===== src/rtl/core/ils_pkg.sv =====
`timescale 1ns / 1ps
`default_nettype none
// ----------------------------------------------------------------------------
// ils_pkg: shared types and codes for the indexed list store
// Command and status codes, field widths and the control word that the
// top level broadcasts along the chain of storage cells.
// ----------------------------------------------------------------------------
package ils_pkg;

    localparam int CMD_W   = 3;
    localparam int POS_W   = 5;
    localparam int WORD_W  = 32;
    localparam int COUNT_W = 5;
    localparam int STAT_W  = 2;

    // Wide enough for any length over the supported range of DEPTH (up to 1024).
    localparam int IDX_W   = 11;

    localparam int DEPTH_DEFAULT = 16;

    localparam int IN_TDATA_W  = 40;
    localparam int OUT_TDATA_W = 40;

    typedef enum logic [CMD_W-1:0] {
        CMD_APPEND  = 3'd0,
        CMD_READ    = 3'd1,
        CMD_REPLACE = 3'd2,
        CMD_REMOVE  = 3'd3,
        CMD_INSERT  = 3'd4
    } t_cmd;

    typedef enum logic [STAT_W-1:0] {
        ST_DONE  = 2'd0,
        ST_FULL  = 2'd1,
        ST_RANGE = 2'd2
    } t_status;

    // Control word seen by every cell in the same cycle.
    typedef struct packed {
        logic                     ins;     // shift up from pos, write val at pos
        logic                     del;     // shift down from pos
        logic                     wr;      // write val at wr_idx
        logic                     rd;      // drive the word at pos
        logic [IDX_W-1:0]         pos;
        logic [IDX_W-1:0]         wr_idx;
        logic signed [WORD_W-1:0] val;
    } t_cell_ctl;

endpackage
`default_nettype wire


===== src/rtl/core/ils_cell.sv =====
`timescale 1ns / 1ps
`default_nettype none
// ----------------------------------------------------------------------------
// ils_cell: one storage cell of the list
// Holds the entry at a fixed index and takes its neighbour's word on a shift.
// ----------------------------------------------------------------------------
module ils_cell #(
    parameter int IDX = 0
) (
    input  wire                                 i_clk,
    input  wire ils_pkg::t_cell_ctl             i_ctl,
    input  wire logic signed [ils_pkg::WORD_W-1:0] i_left,
    input  wire logic signed [ils_pkg::WORD_W-1:0] i_right,
    output logic signed [ils_pkg::WORD_W-1:0]   o_data,
    output logic signed [ils_pkg::WORD_W-1:0]   o_rd_data
);
    import ils_pkg::*;

    localparam logic [IDX_W-1:0] MY_IDX = IDX_W'(IDX);

    logic signed [WORD_W-1:0] r_data;
    logic signed [WORD_W-1:0] n_data;

    always_comb begin
        n_data = r_data;
        if (i_ctl.ins) begin
            if (MY_IDX > i_ctl.pos) begin
                n_data = i_left;
            end else if (MY_IDX == i_ctl.pos) begin
                n_data = i_ctl.val;
            end
        end else if (i_ctl.del) begin
            if (MY_IDX >= i_ctl.pos) begin
                n_data = i_right;
            end
        end else if (i_ctl.wr && (MY_IDX == i_ctl.wr_idx)) begin
            n_data = i_ctl.val;
        end
    end

    always_ff @(posedge i_clk) begin
        r_data <= n_data;
    end

    assign o_data    = r_data;
    assign o_rd_data = (i_ctl.rd && (MY_IDX == i_ctl.pos)) ? r_data : '0;

endmodule
`default_nettype wire


===== src/rtl/core/ils_chain.sv =====
`timescale 1ns / 1ps
`default_nettype none
// ----------------------------------------------------------------------------
// ils_chain: row of storage cells
// Links each cell to its neighbours and merges the cells' read outputs.
// ----------------------------------------------------------------------------
module ils_chain #(
    parameter int DEPTH = ils_pkg::DEPTH_DEFAULT
) (
    input  wire                               i_clk,
    input  wire ils_pkg::t_cell_ctl           i_ctl,
    output logic signed [ils_pkg::WORD_W-1:0] o_rd_data
);
    import ils_pkg::*;

    logic signed [WORD_W-1:0] w_data [DEPTH];
    logic signed [WORD_W-1:0] w_rd   [DEPTH];

    for (genvar g = 0; g < DEPTH; g++) begin : g_cell
        logic signed [WORD_W-1:0] w_left;
        logic signed [WORD_W-1:0] w_right;

        if (g == 0) begin : g_first
            assign w_left = i_ctl.val;
        end else begin : g_mid_l
            assign w_left = w_data[g-1];
        end

        if (g == DEPTH - 1) begin : g_last
            assign w_right = w_data[g];
        end else begin : g_mid_r
            assign w_right = w_data[g+1];
        end

        ils_cell #(
            .IDX (g)
        ) u_cell (
            .i_clk     (i_clk),
            .i_ctl     (i_ctl),
            .i_left    (w_left),
            .i_right   (w_right),
            .o_data    (w_data[g]),
            .o_rd_data (w_rd[g])
        );
    end

    // At most one cell drives a non-zero word.
    always_comb begin
        o_rd_data = '0;
        for (int k = 0; k < DEPTH; k++) begin
            o_rd_data = o_rd_data | w_rd[k];
        end
    end

endmodule
`default_nettype wire


===== src/rtl/core/indexed_list_store_top.sv =====
`timescale 1ns / 1ps
`default_nettype none
// ----------------------------------------------------------------------------
// indexed_list_store_top: ordered list of signed words with insert and remove
// Command decoder, length register and result register over a chain of cells.
// ----------------------------------------------------------------------------
// The block keeps an ordered list of up to DEPTH signed 32-bit words. Each
// input transaction carries one command (append, read, replace, remove or
// insert) and produces exactly one output transaction carrying the word read
// (zero unless a successful read), the length after the command and a status
// code (done, store full, position out of range). A failed command changes
// nothing; unused command codes are ignored and report done. The words sit in
// a row of cells, one per index; every cell sees the decoded command in the
// same cycle and takes its own word, its left neighbour's word (insert) or its
// right neighbour's word (remove), so no command takes longer at a far
// position than at a near one. A result appears on the master side in the
// cycle after its command is accepted and sits in an output register; a new
// command is taken in the same cycle as the waiting result is taken, so with
// the master side always ready the block sustains one command per cycle, and
// a stall on the master side holds the slave side. Entries have no reset: only
// the length is cleared, and a read can only reach entries that have been
// written. Positions are five bits wide, so with DEPTH above 31 only the
// first 32 indexes can be addressed by read, replace, remove and insert.
// ----------------------------------------------------------------------------
module indexed_list_store_top #(
    parameter int DEPTH = ils_pkg::DEPTH_DEFAULT
) (
    input  wire                                 i_clk,
    input  wire                                 i_rst_n,
    // Fields from bit 0 up: command[2:0], position[7:3], value[39:8].
    input  wire  [ils_pkg::IN_TDATA_W-1:0]      s_axis_tdata,
    input  wire                                 s_axis_tvalid,
    output logic                                s_axis_tready,
    // Fields from bit 0 up: read_value[31:0], count[36:32], status[38:37],
    // bit 39 zero.
    output logic [ils_pkg::OUT_TDATA_W-1:0]     m_axis_tdata,
    output logic                                m_axis_tvalid,
    input  wire                                 m_axis_tready
);
    import ils_pkg::*;

    localparam int LEN_W = $clog2(DEPTH + 1);
    localparam int CMP_W = (LEN_W > POS_W) ? LEN_W : POS_W;
    localparam logic [LEN_W-1:0] LEN_FULL = LEN_W'(DEPTH);

    // Input fields.
    logic [CMD_W-1:0]         w_cmd;
    logic [POS_W-1:0]         w_pos;
    logic signed [WORD_W-1:0] w_val;
    logic                     w_accept;

    assign w_cmd    = s_axis_tdata[CMD_W-1:0];
    assign w_pos    = s_axis_tdata[CMD_W+POS_W-1:CMD_W];
    assign w_val    = s_axis_tdata[CMD_W+POS_W+WORD_W-1:CMD_W+POS_W];
    assign w_accept = s_axis_tvalid && s_axis_tready;

    // Length and result registers.
    logic [LEN_W-1:0]         r_len;
    logic [LEN_W-1:0]         n_len;
    logic                     r_out_valid;
    logic signed [WORD_W-1:0] r_rd_value;
    logic [COUNT_W-1:0]       r_count;
    t_status                  r_status;

    // Decode.
    t_cell_ctl                w_ctl;
    t_status                  w_status;
    logic signed [WORD_W-1:0] w_chain_rd;
    logic [CMP_W-1:0]         w_pos_c;
    logic [CMP_W-1:0]         w_len_c;
    logic                     w_full;
    logic                     w_pos_lt;
    logic                     w_pos_gt;

    assign w_pos_c  = CMP_W'(w_pos);
    assign w_len_c  = CMP_W'(r_len);
    assign w_full   = (r_len == LEN_FULL);
    assign w_pos_lt = (w_pos_c < w_len_c);
    assign w_pos_gt = (w_pos_c > w_len_c);

    always_comb begin
        w_ctl.ins    = 1'b0;
        w_ctl.del    = 1'b0;
        w_ctl.wr     = 1'b0;
        w_ctl.rd     = 1'b0;
        w_ctl.pos    = IDX_W'(w_pos);
        w_ctl.wr_idx = IDX_W'(w_pos);
        w_ctl.val    = w_val;
        w_status     = ST_DONE;
        n_len        = r_len;
        unique case (t_cmd'(w_cmd))
            CMD_APPEND: begin
                if (w_full) begin
                    w_status = ST_FULL;
                end else begin
                    w_ctl.wr     = w_accept;
                    w_ctl.wr_idx = IDX_W'(r_len);
                    n_len        = r_len + 1'b1;
                end
            end
            CMD_READ: begin
                if (w_pos_lt) begin
                    w_ctl.rd = 1'b1;
                end else begin
                    w_status = ST_RANGE;
                end
            end
            CMD_REPLACE: begin
                if (w_pos_lt) begin
                    w_ctl.wr = w_accept;
                end else begin
                    w_status = ST_RANGE;
                end
            end
            CMD_REMOVE: begin
                if (w_pos_lt) begin
                    w_ctl.del = w_accept;
                    n_len     = r_len - 1'b1;
                end else begin
                    w_status = ST_RANGE;
                end
            end
            CMD_INSERT: begin
                if (w_full) begin
                    w_status = ST_FULL;
                end else if (w_pos_gt) begin
                    w_status = ST_RANGE;
                end else begin
                    w_ctl.ins = w_accept;
                    n_len     = r_len + 1'b1;
                end
            end
            default: begin
                // Unused codes leave everything untouched and report done.
            end
        endcase
    end

    ils_chain #(
        .DEPTH (DEPTH)
    ) u_chain (
        .i_clk     (i_clk),
        .i_ctl     (w_ctl),
        .o_rd_data (w_chain_rd)
    );

    // A new command may enter when the result register is empty or is being
    // emptied in this cycle.
    assign s_axis_tready = !r_out_valid || m_axis_tready;

    always_ff @(posedge i_clk) begin
        if (!i_rst_n) begin
            r_len       <= '0;
            r_out_valid <= 1'b0;
        end else begin
            if (w_accept) begin
                r_len       <= n_len;
                r_out_valid <= 1'b1;
            end else if (m_axis_tready) begin
                r_out_valid <= 1'b0;
            end
        end
    end

    // Result payload, loaded with each accepted command.
    always_ff @(posedge i_clk) begin
        if (w_accept) begin
            r_rd_value <= w_chain_rd;
            r_count    <= COUNT_W'(n_len);
            r_status   <= w_status;
        end
    end

    assign m_axis_tvalid = r_out_valid;
    assign m_axis_tdata  = {
        {(OUT_TDATA_W - WORD_W - COUNT_W - STAT_W){1'b0}},
        r_status,
        r_count,
        r_rd_value
    };

    // ------------------------------------------------------------------------
    // Assertions
    // ------------------------------------------------------------------------
    a_len_bound: assert property (@(posedge i_clk) disable iff (!i_rst_n)
        r_len <= LEN_FULL)
        else $error("list length exceeds DEPTH");

    a_append_grows: assert property (@(posedge i_clk) disable iff (!i_rst_n)
        (w_accept && (w_cmd == CMD_APPEND) && !w_full)
        |=> (r_len == $past(r_len) + 1'b1))
        else $error("accepted append did not grow the list by one");

    a_full_means_full: assert property (@(posedge i_clk) disable iff (!i_rst_n)
        (r_out_valid && (r_status == ST_FULL)) |-> (r_len == LEN_FULL))
        else $error("store-full result reported while the list is not full");

    a_remove_shrinks: assert property (@(posedge i_clk) disable iff (!i_rst_n)
        (w_accept && (w_cmd == CMD_REMOVE) && w_pos_lt)
        |=> (r_len == $past(r_len) - 1'b1))
        else $error("accepted remove did not shrink the list by one");

    a_ready_when_empty: assert property (@(posedge i_clk) disable iff (!i_rst_n)
        !r_out_valid |-> s_axis_tready)
        else $error("slave side stalled with an empty result register");

endmodule
`default_nettype wire


===== config.mk =====
export PLATFORM = sky130hd
export DESIGN_NAME = indexed_list_store_top
export DESIGN_NICKNAME = d
export VERILOG_FILES = /design/src/rtl/core/ils_pkg.sv /design/src/rtl/core/ils_cell.sv /design/src/rtl/core/ils_chain.sv /design/src/rtl/core/indexed_list_store_top.sv
export SDC_FILE = /design/constraint.sdc
export NUM_CORES = 2
export LEC_CHECK = 0
export CAP_MARGIN = 20
export CORE_ASPECT_RATIO = 0.5
export CORE_MARGIN = 1.5
export CORE_UTILIZATION = 40
export DETAILED_ROUTE_END_ITERATION = 7
export DONT_BUFFER_PORTS = 1
export SLEW_MARGIN = 40
export SYNTH_ARGS = -nofsm -noshare
export SYNTH_HDL_FRONTEND = slang
export SYNTH_HIERARCHICAL = 1
export SYNTH_SLANG_ARGS = --single-unit

===== constraint.sdc =====
create_clock -name i_clk -period 11.4 [get_ports i_clk]
set_input_delay 2.28 -clock i_clk [delete_from_list [all_inputs] [get_ports i_clk]]
set_output_delay 2.28 -clock i_clk [all_outputs]
set_load 0.05 [all_outputs]

==> tab_implementation.tex <==
\begin{tabular}{lr}
\hline
Metric & Value \\
\hline
\multicolumn{2}{l}{\textbf{Status}} \\
\quad Outcome & completed \\
\multicolumn{2}{l}{\textbf{Critical path}} \\
\quad Highest fanout seen on the critical path & 69 \\
\quad Path type of the worst setup path & in -> reg \\
\quad Register-to-register setup slack & 6.38 ns \\
\quad Arrival @ worst endpoint & 6.35 ns \\
\quad Worst setup SP type & primary input \\
\quad Worst Setup EP & u\_chain/g\_cell[6].u\_cell/o\_data[28] \\
\quad WP data required & 11.83 ns \\
\quad Worst Reg2Reg Path Length in Cells & 12 \\
\quad Reg-to-reg critical path endpoint & u\_chain/g\_cell[6].u\_cell/o\_data[28] \\
\quad Origin of the worst setup path & s\_axis\_tdata[7] \\
\quad Critical register-to-register path startpoint & r\_len[2] \\
\quad Type of destination of the critical path & register \\
\multicolumn{2}{l}{\textbf{Routing}} \\
\quad Total routed wirelength & 156 mm \\
\quad Iter 0 DRT Violations & 5529 \\
\quad Residual antenna-violating net count after detailed routing & 0 \\
\quad Pre-Repair DR Iteration Count & 6 \\
\quad DRC viols & 0 \\
\quad Drt via density & 6.63 \\
\quad Via count & 36000 \\
\quad Average detailed-routed wire length per instance & 28.7 um \\
\multicolumn{2}{l}{\textbf{Synthesis}} \\
\quad Netlist cell types & 97 \\
\quad Share of the yosys chip area belonging to registers & 0.402 \\
\quad Number of standard cells after synthesis & 4019 \\
\quad Average cell area after synthesis & 10.3 um2 \\
\quad Number of enable flip-flop cells after synthesis & 551 \\
\quad Fraction of registers with async set/reset & 0 \\
\quad Most used flip-flop cell after synthesis & sky130\_fd\_sc\_hd\_\_edfxtp\_1 \\
\quad Ys Warns & 6 \\
\quad Synthesized cell area & 41500 um2 \\
\quad Post-synthesis sequential element count & 557 \\
\multicolumn{2}{l}{\textbf{Layout}} \\
\quad Fillers & 9590 \\
\quad Count of non-filler cells in the finished layout & 5427 \\
\quad P\&R area growth vs syn & 10.2\% \\
\quad Leading cell type in the layout, fill and taps excluded & sky130\_fd\_sc\_hd\_\_edfxtp\_1 \\
\quad Share of post-route cells with drive strength above 1 & 0.148 \\
\quad Leading cell types in the layout, fill and taps excluded & 551 x sky130\_fd\_sc\_hd\_\_edfxtp\_1, 482 x sky130\_fd\_sc\_hd\_\_and2\_1, 271 x sky130\_fd\_sc\_hd\_\_nor2b\_1, 245 x sky130\_fd\_sc\_hd\_\_conb\_1, 204 x sky130\_fd\_sc\_hd\_\_nand4\_1 \\
\quad Net count, final & 4062 \\
\multicolumn{2}{l}{\textbf{Clocking}} \\
\quad Buffer cell driving the clock tree root & sky130\_fd\_sc\_hd\_\_clkbuf\_16 \\
\quad Post-CTS clock slew at the launch and capture registers of the worst setup and hold paths & 0.07 ns \\
\quad Maximum clock path buffer count & 3 \\
\quad H-tree depth reported by CTS & 2 \\
\quad Clock network latency to the later pin of the worst-skew pair & 0.69 ns \\
\quad Clock tree from TritonCTS & yes \\
\quad Post-CTS Hold Buffers & 0 \\
\quad Post-cts resize count & 0 \\
\quad Number of buffers inserted to repair setup after CTS & 0 \\
\quad Total CTS buffers & 59 \\
\quad Number of clock sinks seen by CTS & 557 \\
\multicolumn{2}{l}{\textbf{Min path}} \\
\quad Worst min path class & reg -> reg \\
\quad Cells on Worst Hold Path & 2 \\
\quad Worst hold path startpoint & r\_len[1] \\
\multicolumn{2}{l}{\textbf{STA}} \\
\quad Tightest slew margin relative to the limit & 0.297 \\
\quad Fmax & 0.169 GHz \\
\quad Final-layout setup total negative slack & 0 ns \\
\quad Measured slew at the worst slew-check pin & 1.05 ns \\
\quad Final-report hold violation count & 0 \\
\quad RSZ-0062 raised after global routing & false \\
\quad Min setup slack post-route & 5.48 ns \\
\quad Layout Skew & 0.0512 ns \\
\quad Tmin final & 5.92 ns \\
\quad Final max-slew violation count & 0 \\
\quad Worst hold slack across all endpoints & 0.555 ns \\
\quad Final setup violation count & 0 \\
\quad Part of the cycle the worst path needs & 0.520 \\
\multicolumn{2}{l}{\textbf{Die}} \\
\quad Area of the die & 106000 um2 \\
\quad Count of pins on the block boundary & 86 \\
\quad Initial cell density of the core & 0.404 \\
\quad Die width & 459 um \\
\quad Y dimension of the die & 231 um \\
\quad Placeable core region & 103000 um2 \\
\quad Total number of placement rows & 83 \\
\multicolumn{2}{l}{\textbf{Pwr}} \\
\quad Post-layout total power & 4960 uW \\
\quad Static leakage power & 0.0151 uW \\
\quad Areal power density over the cells & 108 nW/um2 \\
\quad Peak VDD IR & 0.000132 V \\
\multicolumn{2}{l}{\textbf{Global routing}} \\
\quad Pin count of the biggest net entering global routing & 177 \\
\quad Congestion Overflow GR & 0 \\
\quad GR Util All Layers & 0.285 \\
\quad First-pass GRT wire length & 229 mm \\
\quad Via count of the first global-routing pass & 33000 \\
\quad Initial antenna violation count & 8 \\
\multicolumn{2}{l}{\textbf{Placement}} \\
\quad Quantity of I/O buffers inserted on ports & 0 \\
\quad Instance count after placement with tap cells included & 5308 \\
\quad Pre-CTS setup slack & 4.84 ns \\
\quad Half-perimeter wire length after placement & 98.4 mm \\
\quad Gp weighted congestion & 0.902 \\
\multicolumn{2}{l}{\textbf{Job}} \\
\quad Maximum Capacitance Violations & 0 \\
\hline
\end{tabular}
## metal layers
| layer | part of all wire | up-vias | global-route usage |
|---|---|---|---|
| li1 | - | 15700 | - |
| met5 | 0.00030 | - | 0 |
| met3 | 0.14 | 267 | 0.0939 |
| met1 | 0.44 | 17800 | 0.421 |
| met4 | 0.025 | 8 | 0.0706 |
| met2 | 0.40 | 2216 | 0.393 |
## synthesized netlist by cell type (all sizes together), types with 131 or more instances
cell type,count,share of area
nor4,179,0.031
and2,483,0.073
edfxtp,551,0.40
clkbuf,258,0.024
buf,150,0.026
o221a,173,0.047
nor2b,276,0.042
o31ai,132,0.024
mux2,209,0.065
a211oi,194,0.036
a31oi,131,0.020
nand4,206,0.032
nand2,180,0.016
## where the power goes
part	internal (uW)	total (uW)	leakage, uW	switching (uW)
Sequential	2270	2300	0.00505	30.8
Clock	1230	2180	0.000997	952
Combinational	221	483	0.00908	262
Total	3710	4960	0.0151	1240
## how the worst min path moves through the flow
stage	slack (ns)	end
after floorplan	0.49	r_len[1]
after global placement	0.53	r_len[1]
after detailed placement	0.54	r_len[1]
after CTS	0.55	r_len[1]
after global routing	0.58	r_len[1]
final	0.56	r_len[1]
## stage by stage
stage	cell area, um2	util
after global routing	45700	0.445
after CTS	45500	0.443
after floorplan	42400	-
after detailed placement	43500	0.423
after global placement	43100	0.420
final	45700	0.445
## kinds of logic after synthesis
kind of cell               synth area share
and+or+nand+nor                       0.243
AOI/OAI and AO/OA                     0.204
DFF                                   0.402
buffers and inverters                0.0543
muxes                                0.0952
adders and majority gates           0.00211
other                             0.0000904
xor gates and xnor gates           0.000211
## final cells by class
type | instances | area [um2] | area share
Sequential cell | 557 | 16700 | 0.364
Tap cell | 1360 | 1700 | 0.0372
Timing Repair Buffer | 95 | 883 | 0.0193
Multi-Input combinational cell | 3249 | 24200 | 0.529
Clock inverter | 44 | 571 | 0.0125
Clock buffer | 68 | 1510 | 0.0330
Inverter | 49 | 184 | 0.00402
Antenna cell | 5 | 12.5 | 0.000274
## critical path, stage by stage
cell                       delay [ns]
sky130_fd_sc_hd__ha_1            0.37
sky130_fd_sc_hd__a21oi_1         0.26
sky130_fd_sc_hd__o21a_1          0.22
sky130_fd_sc_hd__o21ai_0         0.20
sky130_fd_sc_hd__a211oi_4        0.36
sky130_fd_sc_hd__buf_4           0.68
sky130_fd_sc_hd__buf_4           0.77
sky130_fd_sc_hd__nor2b_4         0.06
sky130_fd_sc_hd__buf_4           0.34
sky130_fd_sc_hd__mux2_1          0.41
sky130_fd_sc_hd__mux2_4          0.26
## flip-flops by register name, indices dropped and copies added, names as in the netlist
register                      flops
m_axis_tvalid                     1
r_count                           5
r_len                             5
r_rd_value                       32
r_status                          2
u_chain/g_cell.u_cell/o_data    512
No activity file was read; power rests on OpenSTA's default activity.
